File: src/hdl/srwl_pkg.sv
// Shared constants, codes and helpers for the scanline register-write list.
// No dependencies; imported by the top level and its port checker.
package srwl_pkg;

    localparam int TABLE_LINES     = 16;
    localparam int WRITES_PER_LINE = 8;

    localparam int TABLE_DEPTH = TABLE_LINES * WRITES_PER_LINE;
    localparam int ADDR_W      = (TABLE_DEPTH > 1) ? $clog2(TABLE_DEPTH) : 1;
    localparam int LINE_W      = (TABLE_LINES > 1) ? $clog2(TABLE_LINES) : 1;
    localparam int CNT_W       = $clog2(WRITES_PER_LINE + 1);

    localparam logic [7:0] EMPTY_REG          = 8'hff;
    localparam logic [7:0] CHIP_BIT           = 8'h80;
    localparam logic [7:0] OFFSET_MASK        = 8'h1f;
    localparam logic [4:0] ACTIVE_LINES_RESET = 5'd16;

    localparam logic [1:0] ACT_CLEAR   = 2'd0;
    localparam logic [1:0] ACT_APPEND  = 2'd1;
    localparam logic [1:0] ACT_RESTART = 2'd2;
    localparam logic [1:0] ACT_LINE    = 2'd3;

    function automatic logic [ADDR_W-1:0] row_base(input logic [LINE_W-1:0] line);
        return ADDR_W'(int'(line) * WRITES_PER_LINE);
    endfunction

endpackage

File: src/hdl/scanline_register_write_list.sv
// Scanline register-write list: microcoded sequencer, per-line fill counts
// and the write-list memory. Depends on srwl_pkg.
//
// Usage:
//   A request is taken at a rising edge with start high and busy low; the
//   action, line_slot, reg_code and write_value ports are sampled there.
//   cfg_we writes cfg_data into active_lines; write only while idle.
//   Clear, append and restart keep busy high for one cycle and give no result.
//   A line event keeps busy high through a wrap step, a load step and max(n, 1)
//   emit steps, n being the pairs stored for the current line (at most
//   WRITES_PER_LINE). Results come one per cycle, the first after the wrap,
//   load and emit steps, each marked by result_strobe for one cycle; last
//   flags the final one. An empty line gives a single result with write_enable low.
//   The rate is set by the single read port of the list memory: one stored
//   pair per cycle plus a wrap step and a load step per line event.
//   The receiver cannot stall; results are not held.
//   Reset (rst_n low) empties every list through the fill counts, zeroes
//   the line counter and sets active_lines to 16.
module scanline_register_write_list (
    input  logic       clk,
    input  logic       rst_n,
    input  logic       start,
    output logic       busy,
    input  logic [1:0] action,
    input  logic [7:0] line_slot,
    input  logic [7:0] reg_code,
    input  logic [7:0] write_value,
    input  logic       cfg_we,
    input  logic [4:0] cfg_data,
    output logic       result_strobe,
    output logic       write_enable,
    output logic       chip_select,
    output logic [4:0] reg_offset,
    output logic [7:0] reg_data,
    output logic       last
);
    import srwl_pkg::*;

    typedef enum logic [2:0] {
        OP_NONE, OP_CLEAR, OP_APPEND, OP_RESTART, OP_WRAP, OP_LOAD, OP_EMIT
    } op_t;

    typedef enum logic [1:0] {
        JMP_SEQ, JMP_GOTO, JMP_DISPATCH, JMP_UNTIL_DONE
    } jmp_t;

    typedef struct packed {
        op_t        op;
        jmp_t       jmp;
        logic [2:0] target;
        logic       busy;
    } ucode_t;

    localparam logic [2:0] STEP_FETCH   = 3'd0;
    localparam logic [2:0] STEP_CLEAR   = 3'd1;
    localparam logic [2:0] STEP_APPEND  = 3'd2;
    localparam logic [2:0] STEP_RESTART = 3'd3;
    localparam logic [2:0] STEP_WRAP    = 3'd4;
    localparam logic [2:0] STEP_LOAD    = 3'd5;
    localparam logic [2:0] STEP_EMIT    = 3'd6;

    // dispatch lands on STEP_CLEAR + action
    function automatic ucode_t ucode_rom(input logic [2:0] step);
        ucode_t w;
        unique case (step)
            STEP_FETCH:   w = '{OP_NONE,    JMP_DISPATCH,   STEP_FETCH, 1'b0};
            STEP_CLEAR:   w = '{OP_CLEAR,   JMP_GOTO,       STEP_FETCH, 1'b1};
            STEP_APPEND:  w = '{OP_APPEND,  JMP_GOTO,       STEP_FETCH, 1'b1};
            STEP_RESTART: w = '{OP_RESTART, JMP_GOTO,       STEP_FETCH, 1'b1};
            STEP_WRAP:    w = '{OP_WRAP,    JMP_SEQ,        STEP_FETCH, 1'b1};
            STEP_LOAD:    w = '{OP_LOAD,    JMP_SEQ,        STEP_FETCH, 1'b1};
            STEP_EMIT:    w = '{OP_EMIT,    JMP_UNTIL_DONE, STEP_FETCH, 1'b1};
            default:      w = '{OP_NONE,    JMP_GOTO,       STEP_FETCH, 1'b1};
        endcase
        return w;
    endfunction

    ucode_t uw;

    logic [2:0]       upc_reg, upc_next;
    logic [7:0]       counter_reg, counter_next;
    logic [4:0]       active_reg, active_next;
    logic [CNT_W-1:0] len_reg, len_next;
    logic [CNT_W-1:0] idx_reg, idx_next;
    logic [CNT_W-1:0] fill_reg [TABLE_LINES];
    logic [CNT_W-1:0] fill_next [TABLE_LINES];
    logic [7:0]       slot_reg, slot_next;
    logic [7:0]       code_reg, code_next;
    logic [7:0]       value_reg, value_next;

    logic             strobe_reg, strobe_next;
    logic             we_reg, we_next;
    logic             cs_reg, cs_next;
    logic [4:0]       off_reg, off_next;
    logic [7:0]       data_reg, data_next;
    logic             last_reg, last_next;

    logic [15:0]       wlist_mem [TABLE_DEPTH];
    logic [15:0]       rdata_reg;
    logic              mem_we, rd_en;
    logic [ADDR_W-1:0] wr_addr, rd_addr;

    logic [LINE_W-1:0] fill_sel;
    logic [CNT_W-1:0]  fill_rd;
    logic [CNT_W-1:0]  idx_inc;
    logic              slot_ok, line_ok, emit_done;

    assign uw       = ucode_rom(upc_reg);
    assign busy     = uw.busy;
    assign fill_sel = (uw.op == OP_APPEND) ? slot_reg[LINE_W-1:0] : counter_reg[LINE_W-1:0];
    assign fill_rd  = fill_reg[fill_sel];
    assign slot_ok  = {1'b0, slot_reg} < 9'(TABLE_LINES);
    assign line_ok  = {1'b0, counter_reg} < 9'(TABLE_LINES);
    assign idx_inc  = idx_reg + 1'b1;
    assign emit_done = (len_reg == '0) || (idx_inc == len_reg);

    always_comb
    begin
        unique case (uw.jmp)
            JMP_SEQ:        upc_next = upc_reg + 3'd1;
            JMP_GOTO:       upc_next = uw.target;
            JMP_DISPATCH:   upc_next = start ? STEP_CLEAR + {1'b0, action} : upc_reg;
            JMP_UNTIL_DONE: upc_next = emit_done ? uw.target : upc_reg;
        endcase
    end

    always_comb
    begin
        counter_next = counter_reg;
        active_next  = cfg_we ? cfg_data : active_reg;
        len_next     = len_reg;
        idx_next     = idx_reg;
        fill_next    = fill_reg;
        slot_next    = slot_reg;
        code_next    = code_reg;
        value_next   = value_reg;
        strobe_next  = 1'b0;
        we_next      = we_reg;
        cs_next      = cs_reg;
        off_next     = off_reg;
        data_next    = data_reg;
        last_next    = last_reg;
        mem_we       = 1'b0;
        wr_addr      = row_base(slot_reg[LINE_W-1:0]) + ADDR_W'(fill_rd);
        rd_en        = 1'b0;
        rd_addr      = row_base(counter_reg[LINE_W-1:0]) + ADDR_W'(idx_inc);

        unique case (uw.op)
            OP_NONE:
            begin
                if (start)
                begin
                    slot_next  = line_slot;
                    code_next  = reg_code;
                    value_next = write_value;
                end
            end
            OP_CLEAR:
            begin
                for (int i = 0; i < TABLE_LINES; i++)
                begin
                    fill_next[i] = '0;
                end
                counter_next = '0;
            end
            OP_APPEND:
            begin
                // an end code leaves the slot empty
                if (slot_ok && fill_rd < CNT_W'(WRITES_PER_LINE) && code_reg != EMPTY_REG)
                begin
                    mem_we                          = 1'b1;
                    fill_next[slot_reg[LINE_W-1:0]] = fill_rd + 1'b1;
                end
            end
            OP_RESTART:
            begin
                counter_next = '0;
            end
            OP_WRAP:
            begin
                if (counter_reg >= {3'b000, active_reg})
                begin
                    counter_next = '0;
                end
            end
            OP_LOAD:
            begin
                len_next = line_ok ? fill_rd : '0;
                idx_next = '0;
                rd_en    = line_ok;
                rd_addr  = row_base(counter_reg[LINE_W-1:0]);
            end
            OP_EMIT:
            begin
                strobe_next = 1'b1;
                if (len_reg == '0)
                begin
                    we_next   = 1'b0;
                    cs_next   = 1'b0;
                    off_next  = '0;
                    data_next = '0;
                end
                else
                begin
                    we_next   = 1'b1;
                    cs_next   = (rdata_reg[15:8] & CHIP_BIT) != 8'h00;
                    off_next  = 5'(rdata_reg[15:8] & OFFSET_MASK);
                    data_next = rdata_reg[7:0];
                end
                last_next = emit_done;
                idx_next  = idx_inc;
                rd_en     = !emit_done;
                if (emit_done)
                begin
                    counter_next = counter_reg + 8'd1;
                end
            end
        endcase
    end

    always_ff @(posedge clk or negedge rst_n)
    begin
        if (!rst_n)
        begin
            upc_reg     <= STEP_FETCH;
            counter_reg <= '0;
            active_reg  <= ACTIVE_LINES_RESET;
            strobe_reg  <= 1'b0;
            for (int i = 0; i < TABLE_LINES; i++)
            begin
                fill_reg[i] <= '0;
            end
        end
        else
        begin
            upc_reg     <= upc_next;
            counter_reg <= counter_next;
            active_reg  <= active_next;
            strobe_reg  <= strobe_next;
            fill_reg    <= fill_next;
        end
    end

    always_ff @(posedge clk)
    begin
        len_reg   <= len_next;
        idx_reg   <= idx_next;
        slot_reg  <= slot_next;
        code_reg  <= code_next;
        value_reg <= value_next;
        we_reg    <= we_next;
        cs_reg    <= cs_next;
        off_reg   <= off_next;
        data_reg  <= data_next;
        last_reg  <= last_next;
    end

    always_ff @(posedge clk)
    begin
        if (mem_we)
        begin
            wlist_mem[wr_addr] <= {code_reg, value_reg};
        end
    end

    always_ff @(posedge clk)
    begin
        if (rd_en)
        begin
            rdata_reg <= wlist_mem[rd_addr];
        end
    end

    assign result_strobe = strobe_reg;
    assign write_enable  = we_reg;
    assign chip_select   = cs_reg;
    assign reg_offset    = off_reg;
    assign reg_data      = data_reg;
    assign last          = last_reg;

endmodule

File: config.mk
export PLATFORM = sky130hd
export DESIGN_NAME = scanline_register_write_list
export DESIGN_NICKNAME = d
export VERILOG_FILES = /design/src/hdl/srwl_pkg.sv /design/src/hdl/scanline_register_write_list.sv
export SDC_FILE = /design/constraint.sdc
export NUM_CORES = 2
export LEC_CHECK = 0
export BUFFER_PORTS_ARGS = -buffer_cell sky130_fd_sc_hd__buf_2
export CAP_MARGIN = 25
export CORE_MARGIN = 4
export CORE_UTILIZATION = 45
export DETAILED_ROUTE_END_ITERATION = 16
export PLACE_DENSITY = 0.63
export SYNTH_ARGS = -nofsm -noshare
export SYNTH_HDL_FRONTEND = slang
export SYNTH_SLANG_ARGS = --single-unit
File: constraint.sdc
create_clock -name clk -period 13.7 [get_ports clk]
set_input_delay 2.055 -clock clk [delete_from_list [all_inputs] [get_ports clk]]
set_output_delay 2.055 -clock clk [all_outputs]
set_load 0.01 [all_outputs]
-- Word level (Yosys, flattened, before mapping)
Memory sizes are Yosys's and may differ from the RTL's. A register that Yosys moved wholly into a read port is not among the register bits.
Cells that the tools add are included.
- add/subtract/negate cells: 7
- magnitude comparators: 7
- equal/unequal tests: 22
- multiplexer cells: 25
- bitwise logic cells: 2
- reduce and logical (&&, ||, !) cells: 17
- operators with widths (cell ; number):
    $pmux W64 S2 ; 1
    $bwmux W64 ; 1
    $mux W64 ; 1
    $pmux W9 S7 ; 1
    $pmux W8 S3 ; 1
    $eq A3 B3 Y1 const B ; 6
    $bmux W4 S4 ; 1
    $demux W4 S4 ; 1
    $lt A8 B5 Y1 const B ; 2
    $mux W4 ; 4
    $mux W8 ; 2
    $add A7 B4 Y7 ; 2
    $eq A3 B2 Y1 const B ; 4
    $pmux W3 S4 ; 1
    $ge A5 B5 Y1 const B ; 2
    $not A4 Y5 ; 2
    $add A4 B1 Y4 const B ; 2
    $add A8 B1 Y8 const B ; 1
    $ge A8 B5 Y1 ; 1
    $ne A2 B2 Y1 const B ; 4
    $ne A8 B8 Y1 const B ; 1
    $pmux W4 S2 ; 1
    $mux W7 ; 1
    $eq A3 B1 Y1 const B ; 2
    22 further kinds ; 35
- flip-flop bits (word level): 129
- memory bits (writable): 2048
- input bits: 35
- output and inout bits: 18
- logic and storage cells: 111
- memories: 1
- memory list (memory ; depth ; width ; rd ports ; clocked after memory_dff ; write ports ; line ; RTL):
    wlist_mem ; 128 ; 16 ; 1 ; 1 ; 1 ; scanline_register_write_list.sv:98 ; logic [15:0] wlist_mem [TABLE_DEPTH];

-- Depth between registers and ports, before layout
- word-level depth: 15
- mapped depth: 16
- depth with buffers taken out: 13

-- Least setup slack after synthesis
OpenSTA, ideal clock, no wires.
- kind: reg2reg
- start point: register counter_reg[0]
- end point: memory wlist_mem[108][0] (enable)
- setup time: 0.403 ns
- arrival: 4.099 ns
- data required time: 13.297 ns
- path slack: 9.198 ns
- cell stages (with the launch flop): 17
- path buffers: 3
- clock period less this slack: 4.502 ns
- cell sequence: dfrtp_1 clkbuf_1 buf_2 mux4_2 mux2i_1 a32oi_1 nand2_1 inv_1 ha_1 ha_1 inv_1 nand3_1 o21ai_0 a2bb2oi_1 nand2b_1 clkbuf_1 nor3_1
- cells in the longest elaborated chain, start to end: 12
- elaborated cells on any way between the ends: 13
- classes of those cells: 1 x add/sub; 1 x order compare; 8 x mux; 1 x bitwise; 2 x reduce/logical
- ends and longest elaborated chain (element ; line ; RTL):
    start: declaration ; scanline_register_write_list.sv:81 ; logic [7:0] counter_reg, counter_next;
    start signal: assignment ; scanline_register_write_list.sv:237 ; counter_reg <= counter_next;
    $mux W4 (*) ; scanline_register_write_list.sv:110 ; assign fill_sel = (uw.op == OP_APPEND) ? slot_reg[LINE_W-1:0] : counter_reg[LINE_W-1:0];
    $not A4 Y5 (not written as such) (*) ; scanline_register_write_list.sv:111 ; assign fill_rd = fill_reg[fill_sel];
    $bmux W4 S4 (*) ; scanline_register_write_list.sv:111 ;
    $mux W4 (not written as such) (*) (2 in a row) ; scanline_register_write_list.sv:111 ;
    via fill_rd[3] ; scanline_register_write_list.sv:104 ; logic [CNT_W-1:0] fill_rd;
    $lt A4 B4 Y1 ; scanline_register_write_list.sv:169 ; if (slot_ok && fill_rd < CNT_W'(WRITES_PER_LINE) && code_reg != EMPTY_REG)
    $logic_and A1 B1 Y1 (2 in a row) ; scanline_register_write_list.sv:169 ;
    $mux W1 ; scanline_register_write_list.sv:169 ;
    $mux W1 ; scanline_register_write_list.sv:148 ; unique case (uw.op)
    $mux W1 ; scanline_register_write_list.sv:260 ; if (mem_we)
    $mux W1 (not written as such) ; scanline_register_write_list.sv:262 ; wlist_mem[wr_addr] <= {code_reg, value_reg};
    end: declaration ; scanline_register_write_list.sv:98 ;
Mark *: on every way through the listed nets, which the timed path passes. The rest lies on a longest branch. The select of a mux whose other input is x is not followed.

-- Final worst setup path
- start point: register idx_reg[0]
- end point: register rdata_reg[6] (read register of wlist_mem) (data pin)
- cells in the longest elaborated chain, start to end: 5
- elaborated cells on any way between the ends: 7
- classes of those cells: 2 x add/sub; 1 x eq/ne; 2 x mux; 2 x reduce/logical
- ends and longest elaborated chain (element ; line ; RTL):
    start: declaration ; scanline_register_write_list.sv:84 ; logic [CNT_W-1:0] idx_reg, idx_next;
    start signal: assignment ; scanline_register_write_list.sv:247 ; idx_reg <= idx_next;
    $add A4 B1 Y4 (*) ; scanline_register_write_list.sv:114 ; assign idx_inc = idx_reg + 1'b1;
    branches (longest 4 deep; another with $add A7 B4 Y7) ; n/a ;
    end: declaration ; scanline_register_write_list.sv:99 ; logic [15:0] rdata_reg;
Mark *: on every way between the ends.
A chain may end at the register's enable or synchronous reset.

==> reports/results.ini <==
[sta]
fin_crit_ns=6.22
finalHoldViolCount=0
max_freq_mhz=161
rsz0062_at_grt=no
setup_viol=0
setup_slack_ns=7.48
fin_skew_ns=0.0552
tns_ns=0
min_period_over_period_pct=45.4
final-max-slew-violation-count=0
relSlewSlack_pct=19.8
tightest_slew_ns=1.19

[global_routing]
grt_pass1_wl_um=320000
grt-ovfl-total=0
grt_pass1_vias=45000
grt_max_degree=138
grt_usage_pct=24.3
antenna_found_initial=8

[cts]
cts.sink_count=1935
insertion_delay_ns=0.85
ctsHoldBuffers=0
clk_pin_slew_ns=0.06
clock_path_buffers=3
cts_tree=yes
cts_buffers=192
root_buffer=clkbuf_16
cts_resized=0
htreeDepth=4
post_cts_buffers=0

[placement]
dp_hpwl_um=131000
portBuffers=52
dp_slack_ns=7.48
placed_cells=7283
gp_congestion=0.895

[job]
max_cap_violations=0

[critical_path]
crit_path_top_delay_cell=a2111oi_0
cp.arrival_ns=6.94
cp.buffers_inverters=4
slowest_delay_ns=0.97
path_cells=ha_1 -> xor2_4 -> buf_4 -> buf_4 -> nand3_2 -> buf_4 -> o221ai_1 -> a31oi_1 -> a2111oi_0 -> buf_4 -> o32a_1
worstSetupEndpointType=flip-flop
cp_num_cells=11
reg2reg_to=rdata_reg[6]
cp_top_family=buffers and inverters
crit_path_start_kind=flip-flop
reg2reg_setup_slack_ns=7.48
r2r-start=idx_reg[0]
critPathKind=flip-flop to flip-flop
critPathRequiredTime_ns=14.42
r2r_cells=11
endpoint=rdata_reg[6]
crit_fanout=65
path_common_cell=buf_4
worstSetupStartpoint=idx_reg[0]

[logic_synthesis]
async_reset_ff_share_pct=4.19
ys_ff_latch=1935
ys_top_cells_by_count=edfxtp_1, nand2_1, mux2i_1, clkbuf_1, o21ai_0
synth_cell_types=80
synth_top_area_share_pct=71.6
synth_area_mm2=0.0778
syn_inst=5077
synth_most_common_cell=edfxtp_1
synthFlopType=edfxtp_1
syn_nets=5126
ys_top_cells_by_area=edfxtp_1, mux2i_1, nand2_1
syn_area_per_cell_um2=15.3
ys_seq_area_share_pct=74.2
synth-edff-count=1854
yosysWarnings=0
yosysTopAreaCell=edfxtp_1

[power_and_ir_drop]
switchingPower_uw=4760
p_int_uw=10500
p_leak_uw=0.0290
pwr-share-clk_pct=33.6
comb_power_share_pct=21.4
pwr-share-seq_pct=45.0
cellPowerDensity_mw_per_mm2=172
ir_worst_vdd_mv=0.162
swShare_pct=31.2

[floorplanning]
dieArea_mm2=0.180
core_area_mm2=0.172
die_w_um=424
io_pins=53
rows=152
fp.dieH_um=424
initial_core_util_pct=45.3

[drt]
vias=47100
wl_per_cell_um=28.9
wirelength_um=222000
drt_iter0_drc=6183
wl_met3_um=20800
drcViolationCount=0
drt-met1-wl_um=88000
wl_met2_um=104000
viasPerCell=6.14
first_pass_iters=6
highest-signal-layer=met5
ant_nets=0

[final_layout]
area_delta_synth_final_pct=14.2
drive_gt1_share_pct=16.0
num-fill-cells=13700
largest_reg_flops=1792
fin_util_pct=51.7
finalNetCount=5250
layout.cells.non_filler=7670

[worst_hold_path]
min_path_type=flip-flop to flip-flop

[run_status]
outcome=completed

==> cell type report <==
cell class	count	area, µm²	share of cell area (%)
Inverter	49	185	0.209
Tap cell	2310	2890	3.25
Clock inverter	116	1090	1.23
Clock buffer	234	5010	5.65
Multi-Input combinational cell	2724	19200	21.7
Timing Repair Buffer	299	2670	3.01
Sequential cell	1935	57700	65.0
Antenna cell	3	7.51	0.00845
==> logic make-up (layout without fill, tap and decap cells) <==
kind of cell / count (synthesis) / after routing / synth area share [%]
and+or+nand+nor: 1192 / 1192 / 6.85
DFF: 1935 / 1935 / 74.2
xor gates and xnor gates: 12 / 12 / 0.154
adders and majority gates: 14 / 14 / 0.225
AOI/OAI and AO/OA: 1040 / 1040 / 9.26
buffers and inverters: 418 / 698 / 2.10
muxes: 466 / 466 / 7.23
other: 0 / 3 / 0
==> power groups by stage <==
stage	clock network, µW	registers, µW	logic, µW
2_1_floorplan	0	7120	1610
3_3_place_gp	0	6980	3180
3_5_place_dp	0	6980	3210
4_1_cts	5190	6860	3220
5_1_grt	5450	6860	3390
6_report	5130	6860	3270
==> metal layers <==
layer	vias up	global-route usage, %
li1	20200	-
met1	23900	33.7
met2	2552	37.9
met3	421	4.81
met4	6	9.75
met5	-	0
==> stage by stage <==
stage	hold WS, ns	total power [µW]	area, µm²
floorplan	0.445	8730	77800
global placement	0.468	10200	81300
detailed placement	0.475	10200	82300
CTS	0.490	15300	88400
global route	0.514	15700	88800
finish	0.489	15300	88800
==> worst register-to-register path: cells and delay by family (launching register included) <==
kind	cells	cell delay, ns
flops	1	0.43
compound gates	4	1.78
xor+xnor	1	0.23
simple gates	1	0.92
buf+inv	4	2.42
fa+ha+maj	1	0.33
==> placed cells by master, fill, tap and decap left out, drive strengths merged, types with 8 or more instances in the layout <==
cell type	instances
a41oi	12
nor2	138
mux4	70
nand2	627
a311o	11
a22oi	11
a21oi	133
nor4	17
o211ai	67
a311oi	88
nor2b	109
o32ai	14
mux2i	326
ha	14
o41ai	14
edfxtp	1854
or3	33
inv	54
clkbuf	240
buf	293
a2111oi	8
clkinv	92
nor3	110
o2bb2ai	13
a211oi	144
nand3	122
mux2	70
o22ai	78
o221ai	76
bufinv	14
a32oi	21
o21ai	210
o32a	13
dfrtp	80
o31a	11
xnor2	8
a31oi	73
==> worst min-delay path by stage <==
stage | start | endpoint | slack (ns) | cells past startpoint
floorplan | fill_reg[24] | fill_reg[24] | 0.44 | 2
global placement | fill_reg[6] | fill_reg[6] | 0.47 | 2
detailed placement | fill_reg[49] | fill_reg[49] | 0.48 | 2
CTS | fill_reg[49] | fill_reg[49] | 0.49 | 2
global route | fill_reg[21] | fill_reg[21] | 0.51 | 2
finish | fill_reg[20] | fill_reg[20] | 0.49 | 2
Power figures use the tool's default switching activity.
